$ cat src/rtl/core/dhta_pkg.sv
// Package: types, constants and saturating helpers of the hit topology accumulator.
package dhta_pkg;

  // Detector geometry and accumulator width
  localparam int SIDE_FACES = 4;
  localparam int SIDE_ROWS  = 4;
  localparam int SUM_BITS   = 24;

  // Widths fixed by the item fields
  localparam int CntBits    = 8;
  localparam int EnBits     = 16;
  localparam int EOutBits   = 24;
  localparam int ExtBits    = (SUM_BITS > EOutBits) ? SUM_BITS : EOutBits;

  // Record numbering: tile totals, ribbon totals, top face, side faces, side rows
  localparam int RecTile    = 0;
  localparam int RecRibbon  = 1;
  localparam int RecTop     = 2;
  localparam int RecRow0    = RecTop + 1 + SIDE_FACES;
  localparam int NumRecords = RecRow0 + SIDE_ROWS;
  localparam int RecBits    = $clog2(NumRecords);

  // Kind sum banks and their sub-sums
  localparam int KindTileSums   = 0;
  localparam int KindRibbonSums = 1;
  localparam int SumClean       = 0;
  localparam int SumGhost       = 1;
  localparam int SumTrigger     = 2;

  typedef enum logic [1:0] {
    KIND_NONE   = 2'd0,
    KIND_TILE   = 2'd1,
    KIND_RIBBON = 2'd2
  } kind_e;

  typedef struct packed {
    logic [1:0]        hit_kind;
    logic [2:0]        face;
    logic [1:0]        side_row;
    logic              is_ghost;
    logic              has_veto;
    logic [EnBits-1:0] tile_energy;
    logic [EnBits-1:0] ribbon_energy_a;
    logic [EnBits-1:0] ribbon_energy_b;
    logic              last_hit;
  } hit_t;

  typedef struct packed {
    logic [3:0]          record;
    logic [CntBits-1:0]  hit_count;
    logic [CntBits-1:0]  veto_count;
    logic [EOutBits-1:0] energy_total;
    logic [EOutBits-1:0] energy_clean;
    logic [EOutBits-1:0] energy_ghost;
    logic [EOutBits-1:0] energy_trigger;
    logic [CntBits-1:0]  all_veto_count;
    logic [3:0]          sides_hit;
    logic [3:0]          sides_veto;
    logic                last_record;
  } rec_t;

  // One group of counts and energy, one per record
  typedef struct packed {
    logic [CntBits-1:0]  hits;
    logic [CntBits-1:0]  vetoes;
    logic [SUM_BITS-1:0] energy;
  } grp_t;

  // Whole event accumulator
  typedef struct packed {
    grp_t [NumRecords-1:0]            grp;
    logic [1:0][2:0][SUM_BITS-1:0]    ksum;
    logic [CntBits-1:0]               any_vetoes;
    logic [7:0]                       hit_mask;
    logic [7:0]                       veto_mask;
  } acc_t;

  // Count up, hold at full scale
  function automatic logic [CntBits-1:0] sat_inc(logic [CntBits-1:0] c);
    sat_inc = (c == {CntBits{1'b1}}) ? c : c + 1'b1;
  endfunction

  // Add an energy, hold at full scale
  function automatic logic [SUM_BITS-1:0] sat_add(logic [SUM_BITS-1:0] s,
                                                  logic [EnBits-1:0] v);
    logic [SUM_BITS:0] t;
    t = {1'b0, s} + (SUM_BITS+1)'(v);
    sat_add = t[SUM_BITS] ? {SUM_BITS{1'b1}} : t[SUM_BITS-1:0];
  endfunction

  // Clamp a sum to the output field
  function automatic logic [EOutBits-1:0] out_e(logic [SUM_BITS-1:0] s);
    logic [ExtBits-1:0] ext;
    ext = ExtBits'(s);
    if (ext > ExtBits'({EOutBits{1'b1}})) begin
      out_e = {EOutBits{1'b1}};
    end else begin
      out_e = ext[EOutBits-1:0];
    end
  endfunction

endpackage

$ cat src/rtl/core/detector_hit_topology_accumulator_unit.sv
// Hit topology accumulator: per-event counts and energy sums, drained as records.
//
// Input channel (in_valid_i / in_ready_o / in_data_i) takes one hit per cycle.
// Each accepted hit updates the event accumulators in the cycle of its transfer
// with saturating adds and counts. The hit marked last_hit is accumulated too,
// then the whole accumulator is copied into an output bank and cleared, so the
// next event starts at once.
// Output channel (out_valid_o / out_ready_i / out_data_o) shows the bank as
// NumRecords records (11 here), one per cycle, record 0 valid in the cycle
// after the last hit's transfer; last_record marks the final one.
// Throughput: one hit per cycle. A hit without last_hit is always taken. A
// last hit is held off only while an earlier event's bank still drains, until
// that event's final record transfers (in_ready_o then follows out_ready_i in
// the same cycle).
// Receiver stall: the current record holds; hits keep accumulating.
// Reset clears accumulators and the output bank valid flag at once.
module detector_hit_topology_accumulator_unit
  import dhta_pkg::*;
(
  input  logic clk_i,
  input  logic rst_ni,
  input  logic in_valid_i,
  output logic in_ready_o,
  input  hit_t in_data_i,
  output logic out_valid_o,
  input  logic out_ready_i,
  output rec_t out_data_o
);

  acc_t               acc_q, acc_d, acc_upd;
  acc_t               bank_q, bank_d;
  logic               busy_q, busy_d;
  logic [RecBits-1:0] rec_q, rec_d;

  logic               in_xfer, out_xfer, rec_last;
  logic               side;
  logic [EnBits:0]    rib_sum;
  logic [EnBits-1:0]  rib_e;

  assign rec_last    = (rec_q == RecBits'(NumRecords - 1));
  assign out_xfer    = busy_q && out_ready_i;
  assign in_ready_o  = !busy_q || !in_data_i.last_hit || (out_ready_i && rec_last);
  assign in_xfer     = in_valid_i && in_ready_o;
  assign out_valid_o = busy_q;

  // Ribbon energy: mean of the two readouts, truncated
  assign rib_sum = {1'b0, in_data_i.ribbon_energy_a} + {1'b0, in_data_i.ribbon_energy_b};
  assign rib_e   = rib_sum[EnBits:1];
  assign side    = (in_data_i.face != 3'd0) && (int'(in_data_i.face) <= SIDE_FACES);

  // Fold one hit into the accumulator
  always_comb begin
    acc_upd = acc_q;
    if (in_data_i.has_veto) begin
      acc_upd.any_vetoes = sat_inc(acc_q.any_vetoes);
    end
    if (in_data_i.hit_kind == KIND_TILE) begin
      acc_upd.grp[RecTile].hits   = sat_inc(acc_q.grp[RecTile].hits);
      acc_upd.grp[RecTile].energy = sat_add(acc_q.grp[RecTile].energy,
                                            in_data_i.tile_energy);
      acc_upd.hit_mask[in_data_i.face] = 1'b1;
      if (in_data_i.has_veto) begin
        acc_upd.veto_mask[in_data_i.face] = 1'b1;
        acc_upd.grp[RecTile].vetoes = sat_inc(acc_q.grp[RecTile].vetoes);
        acc_upd.ksum[KindTileSums][SumTrigger] =
          sat_add(acc_q.ksum[KindTileSums][SumTrigger], in_data_i.tile_energy);
      end
      if (in_data_i.is_ghost) begin
        acc_upd.ksum[KindTileSums][SumGhost] =
          sat_add(acc_q.ksum[KindTileSums][SumGhost], in_data_i.tile_energy);
      end else begin
        acc_upd.ksum[KindTileSums][SumClean] =
          sat_add(acc_q.ksum[KindTileSums][SumClean], in_data_i.tile_energy);
      end
      // Top and side faces
      for (int i = 0; i <= SIDE_FACES; i++) begin
        if (int'(in_data_i.face) == i) begin
          acc_upd.grp[RecTop+i].hits   = sat_inc(acc_q.grp[RecTop+i].hits);
          acc_upd.grp[RecTop+i].energy = sat_add(acc_q.grp[RecTop+i].energy,
                                                 in_data_i.tile_energy);
          if (in_data_i.has_veto) begin
            acc_upd.grp[RecTop+i].vetoes = sat_inc(acc_q.grp[RecTop+i].vetoes);
          end
        end
      end
      // Side rows, side faces only
      for (int j = 0; j < SIDE_ROWS; j++) begin
        if (side && int'(in_data_i.side_row) == j) begin
          acc_upd.grp[RecRow0+j].hits   = sat_inc(acc_q.grp[RecRow0+j].hits);
          acc_upd.grp[RecRow0+j].energy = sat_add(acc_q.grp[RecRow0+j].energy,
                                                  in_data_i.tile_energy);
          if (in_data_i.has_veto) begin
            acc_upd.grp[RecRow0+j].vetoes = sat_inc(acc_q.grp[RecRow0+j].vetoes);
          end
        end
      end
    end else if (in_data_i.hit_kind == KIND_RIBBON) begin
      acc_upd.grp[RecRibbon].hits   = sat_inc(acc_q.grp[RecRibbon].hits);
      acc_upd.grp[RecRibbon].energy = sat_add(acc_q.grp[RecRibbon].energy, rib_e);
      if (in_data_i.has_veto) begin
        acc_upd.ksum[KindRibbonSums][SumTrigger] =
          sat_add(acc_q.ksum[KindRibbonSums][SumTrigger], rib_e);
      end
      if (in_data_i.is_ghost) begin
        acc_upd.ksum[KindRibbonSums][SumGhost] =
          sat_add(acc_q.ksum[KindRibbonSums][SumGhost], rib_e);
      end else begin
        acc_upd.ksum[KindRibbonSums][SumClean] =
          sat_add(acc_q.ksum[KindRibbonSums][SumClean], rib_e);
      end
    end
  end

  // Advance accumulator, bank and record pointer
  always_comb begin
    acc_d  = acc_q;
    bank_d = bank_q;
    busy_d = busy_q;
    rec_d  = rec_q;
    if (out_xfer) begin
      if (rec_last) begin
        busy_d = 1'b0;
        rec_d  = '0;
      end else begin
        rec_d = rec_q + 1'b1;
      end
    end
    if (in_xfer) begin
      if (in_data_i.last_hit) begin
        bank_d = acc_upd;
        acc_d  = '0;
        busy_d = 1'b1;
        rec_d  = '0;
      end else begin
        acc_d = acc_upd;
      end
    end
  end

  always_ff @(posedge clk_i or negedge rst_ni) begin
    if (!rst_ni) begin
      acc_q  <= '0;
      busy_q <= 1'b0;
      rec_q  <= '0;
    end else begin
      acc_q  <= acc_d;
      busy_q <= busy_d;
      rec_q  <= rec_d;
    end
  end

  // Bank is payload only
  always_ff @(posedge clk_i) begin
    bank_q <= bank_d;
  end

  // Select the current record from the bank
  always_comb begin
    out_data_o              = '0;
    out_data_o.record       = 4'(rec_q);
    out_data_o.hit_count    = bank_q.grp[rec_q].hits;
    out_data_o.veto_count   = bank_q.grp[rec_q].vetoes;
    out_data_o.energy_total = out_e(bank_q.grp[rec_q].energy);
    out_data_o.last_record  = rec_last;
    if (rec_q == RecBits'(RecTile)) begin
      out_data_o.energy_clean   = out_e(bank_q.ksum[KindTileSums][SumClean]);
      out_data_o.energy_ghost   = out_e(bank_q.ksum[KindTileSums][SumGhost]);
      out_data_o.energy_trigger = out_e(bank_q.ksum[KindTileSums][SumTrigger]);
      out_data_o.all_veto_count = bank_q.any_vetoes;
      out_data_o.sides_hit      = 4'($countones(bank_q.hit_mask));
      out_data_o.sides_veto     = 4'($countones(bank_q.veto_mask));
    end else if (rec_q == RecBits'(RecRibbon)) begin
      out_data_o.energy_clean   = out_e(bank_q.ksum[KindRibbonSums][SumClean]);
      out_data_o.energy_ghost   = out_e(bank_q.ksum[KindRibbonSums][SumGhost]);
      out_data_o.energy_trigger = out_e(bank_q.ksum[KindRibbonSums][SumTrigger]);
    end
  end

endmodule

$ cat config.mk
export PLATFORM = sky130hd
export DESIGN_NAME = detector_hit_topology_accumulator_unit
export DESIGN_NICKNAME = d
export VERILOG_FILES = /design/src/rtl/core/dhta_pkg.sv /design/src/rtl/core/detector_hit_topology_accumulator_unit.sv
export SDC_FILE = /design/constraint.sdc
export NUM_CORES = 2
export LEC_CHECK = 0
export ABC_AREA = 1
export BUFFER_PORTS_ARGS = -buffer_cell sky130_fd_sc_hd__buf_4
export CAP_MARGIN = 20
export CORE_UTILIZATION = 41
export DETAILED_ROUTE_END_ITERATION = 8
export HOLD_SLACK_MARGIN = 0.15
export PLACE_DENSITY = 0.59
export SETUP_SLACK_MARGIN = 0.02
export SYNTH_ARGS = -nofsm -noshare
export SYNTH_HDL_FRONTEND = slang
export SYNTH_SLANG_ARGS = --single-unit
export TNS_END_PERCENT = 20
$ cat constraint.sdc
create_clock -name clk_i -period 12 [get_ports clk_i]
set_input_delay 3 -clock clk_i [delete_from_list [all_inputs] [get_ports clk_i]]
set_output_delay 3 -clock clk_i [all_outputs]
set_load 0.005 [all_outputs]
# == Yosys cells after proc, flatten, opt, wreduce, memory -nomap -nowiden ==
# Cells that the tools add are included.
# op_classes
n_mux,99
order_cmp,11
n_div,0
multipliers,0
shift,0
n_addsub,55
eq_ne,33
n_bitwise,2
n_reduce_logical,18
# op_table
operator,count
24-bit 2-to-1 mux,32
608-bit 2-to-1 mux,1
40-bit 2-to-1 mux,11
24-bit by 16-bit adder with 25-bit output,17
360-bit 2-to-1 mux,1
72-bit 2-to-1 mux,5
8-bit 2-to-1 mux,36
8-bit by 1-bit adder with 8-bit output (second input constant),22
8-bit == test (second input constant),22
24-bit > comparator (second input constant),7
40-bit binary-select mux with 4-bit select,1
16-bit 2-to-1 mux,2
16-bit by 16-bit adder with 17-bit output,1
1-bit by 1-bit adder with 2-bit output,8
4-bit 2-to-1 mux,4
8-bit OR,2
2-bit by 2-bit adder with 3-bit output,4
3-bit == test (second input constant),3
1-bit logical AND,9
3-bit by 3-bit adder with 4-bit output,2
2-bit == test (second input constant),3
4-bit by 5-bit < comparator with 1-bit output (second input constant),1
1-bit 2-to-1 mux,5
4-bit by 1-bit adder with 4-bit output (second input constant),1
15 further kinds,18
# totals
ff_bits,1205
word_cells,302
mem_bits_rw,0
rom_bits,0
latch_bits,0
n_memories,0

# == Longest topological paths before layout ==
# depth
word_depth,8
mapped_depth,26
depth_no_buf,25

# == Least setup slack after synthesis ==
# Ideal clock, no wire load.
# synth_timing
path_type,input to register
startpoint,input out_ready_i
endpoint,"register bank_q[0] in the netlist's numbering, enable pin"
arrival_ps,10639
n_path_buf,1
setup_slack_ps,655
stages,7
path_cell_list,nand2_1 -> nand3_2 -> nand2_4 -> inv_2 -> nand2_1 -> inv_1 -> buf_2
# synth_between
elab_chain_len,4
# synth_lines
item,line_no,source
from (decl),detector_hit_topology_accumulator_unit.sv:26,"input logic out_ready_i,"
1-bit logical AND,detector_hit_topology_accumulator_unit.sv:42,assign in_ready_o = !busy_q || !in_data_i.last_hit || (out_ready_i && rec_last);
1-bit logical OR,detector_hit_topology_accumulator_unit.sv:42,
net in_ready_o,detector_hit_topology_accumulator_unit.sv:23,"output logic in_ready_o,"
1-bit logical AND,detector_hit_topology_accumulator_unit.sv:43,assign in_xfer = in_valid_i && in_ready_o;
2-bit AND reduction (no source line),--,
to (signal assigned),detector_hit_topology_accumulator_unit.sv:154,bank_q <= bank_d;
to (decl),detector_hit_topology_accumulator_unit.sv:31,"acc_t bank_q, bank_d;"
# The timed path passes the listed nets, and every way through them passes these cells.
# A chain may end at the register's enable or synchronous reset.

==> metrics.cfg <==
[synth]
yosys.area_share.simple_pct=26.47
synth_edf_count=600
synthAdderAreaFrac_pct=6.134
synth_compound_area_share_pct=12.35
muxShareOfSynthArea_pct=0
synth_cells=9468
synth.avg_cell_area_um2=7.919
seq_area_frac_synth_pct=44.22
yosys.area.top_type=edfxtp_1
synth-warning-count=0
synth_top_family_by_area=simple AND/OR/NAND/NOR gates
ys.flop_type=dfrtp_1
ys_ff_latch=1205
synth_xor_area_share_pct=3.586
synth_area_mm2=0.07498
synth_cell_types=62
yosysTopAreaCellShare_pct=24.03
yosysMostFrequentCell=nand2_1
synth_common_cells=nand2_1, inv_1, nand3_1, dfrtp_1, edfxtp_1
ys_top_cells_by_area=edfxtp_1, dfrtp_1, nand2_1
syn_nets=9882
async_flop_share_pct=50.21

[timing]
drv_slew=0
relSlewSlack_pct=23.08
report.final.hold_viol_count=0
rsz0062_at_grt=false
fin_worst_skew_ns=0.03177
fin_tns_setup_ns=0
max_freq_mhz=132.0
period_share_pct=63.15
worstMarginPinSlew_ns=1.150
finalSetupViolCount=0
period_needed_ns=7.578

[power]
power.density_mw_per_mm2=169.5
irDropWorstVdd_v=0.0001815
p_leak_nw=39.33

[worst_hold_path]
worstHoldPathType=reg2reg

[floorplanning]
die_x_um=429.6
start_util_pct=41.40
io_pins=197
die-area_mm2=0.1846
core_area_mm2=0.1811
die_height_um=429.6
rows=156

[setup_path]
crit_arrival_ns=4.58
crit_top_cell=buf_4
max_stage_delay_ns=0.78
worstPathCellList=inv_2 > nor2_4 > buf_4 > buf_4 > a22oi_1 > nand2_1 > a221o_1 > buf_4
crit_type=reg2out
worstPathRequired_ns=9.00
cp_top_family=buffers and inverters
cp-start-kind=flop
end_kind=output pin
crit_slowest_cell=buf_4
critPathBufInv=4
crit_fanout=62

[layout]
regArea_mm2=0.03316
drive_gt1_share_pct=6.663
multi_input_area_mm2=0.03644
area_growth_syn_to_layout_pct=11.38
nets=9990
antenna_cells=0
fillers=17844
fin_util_pct=46.11

[cts]
post_cts_resized=0
clockBufferDepth=3
cts_tree=done
cts-root-buf=clkbuf_16
cts.clk_slew.worst_paths_ns=0.06
hold_buffers=0
clock_latency_ns=0.81
clock-sinks=1205
cts-htree-levels=4
cts_setup_buffers=0
cts_made_buffers=143

[routing]
drt_iter0_markers=6422
wl_per_cell_um=21.12
wirelength_um=254800
drc_errors=0
num_vias=66693
firstDrtPassIters=6
drt.antenna.violating_nets=0
routed_via_density=5.527

[global_route]
grt_pass1_wl_um=386500
antenna_found_initial=7
grt_max_degree=158
grt_overflow=0
first_global_vias=63052
grtUsageTotal_pct=27.17

[place]
post-dp-hpwl_um=174300
gp_congestion=0.9414
portBuffers=196

[run]
cap_violations=0

[status]
outcome=finished clean

[path summary, 6_finish.rpt]
path                             from               to  slack, ns  depth (start not counted)
setup reg to reg             rec_q[2]      bank_q[586]       6.78                         11
min in group asynchronous      rst_ni       acc_q[602]       2.22                          1
max in group asynchronous      rst_ni        acc_q[17]       7.58                          3
hold reg to reg            acc_q[119]       acc_q[119]       0.50                          2
hold / removal             acc_q[119]       acc_q[119]       0.50                          2
setup / recovery             rec_q[0]  out_data_o[106]       4.42                          8
[final cells by class]
| class | count | share of cell area, % |
|---|---|---|
| Clock buffer | 186 | 4.761 |
| Clock inverter | 79 | 1.023 |
| Inverter | 1069 | 4.832 |
| Multi-Input combinational cell | 6896 | 43.63 |
| Sequential cell | 1205 | 39.70 |
| Tap cell | 2370 | 3.551 |
| Timing Repair Buffer | 261 | 2.505 |
[worst register-to-register path: stages (launching register included)]
cell and delay (ns):
dfrtp_1 0.43, inv_2 0.31, nand2_2 0.14, nor2_4 0.20
nand2_1 0.12, nand3_2 0.14, nand2_8 0.31, inv_8 0.75
nand2_1 0.46, inv_8 0.76, buf_4 0.59, buf_4 0.61
[power by group]
part / switching (W) / leakage (nW) / total, W / internal [W]
combinational: 0.00323 / 22.9 / 0.00469 / 0.00146
clock: 0.00192 / 2.36 / 0.00456 / 0.00264
sequential: 0.000213 / 14.0 / 0.00490 / 0.00469
[layer usage]
| layer | GRT usage, % | vias to the layer above | wire length, µm |
|---|---|---|---|
| met4 | 8.027 | 2 | 7328 |
| met3 | 3.998 | 317 | 17970 |
| met2 | 41.85 | 2243 | 112300 |
| met1 | 39.36 | 32205 | 117200 |
| met5 | 0 | - | 13 |
| li1 | - | 31926 | - |
[sequential cells by signal, indices dropped and copies added (netlist names)]
| signal | count |
|---|---|
| rec_q | 4 |
| acc_q | 600 |
| out_valid_o | 1 |
| bank_q | 600 |
[cells in the final DEF, fill, tap and decap left out, types with 250 or more instances in the layout]
master    instances
nand2_1        2880
edfxtp_1        600
a21oi_1         378
nor2_1          525
dfrtp_1         605
o21ai_0         532
ha_1            326
buf_4           250
inv_1          1045
nand3_1         768
[logic make-up (layout without fill, tap and decap cells)]
group | after synthesis | in the layout
compound gates | 1545 | 1545
xor+xnor | 307 | 307
fa+ha+maj | 352 | 352
buf+inv | 1367 | 1595
flops | 1205 | 1205
simple gates | 4692 | 4692
[per-stage QoR]
stage               std cells  worst slack (ns)  total power, W  hold slack, ns  cell area [µm²]
finish                  12066             4.422         0.01415          0.5016            83520
CTS                     12066             4.393         0.01419          0.5064            83520
floorplan                9468            0.6552        0.007615          0.4670            74980
global route            12066             4.295         0.01478          0.5318            83520
global placement        11801             4.672        0.009616          0.4849            78690
detailed placement      11801             4.603        0.009638          0.4908            78690
No activity file was read; power rests on OpenSTA's default activity.
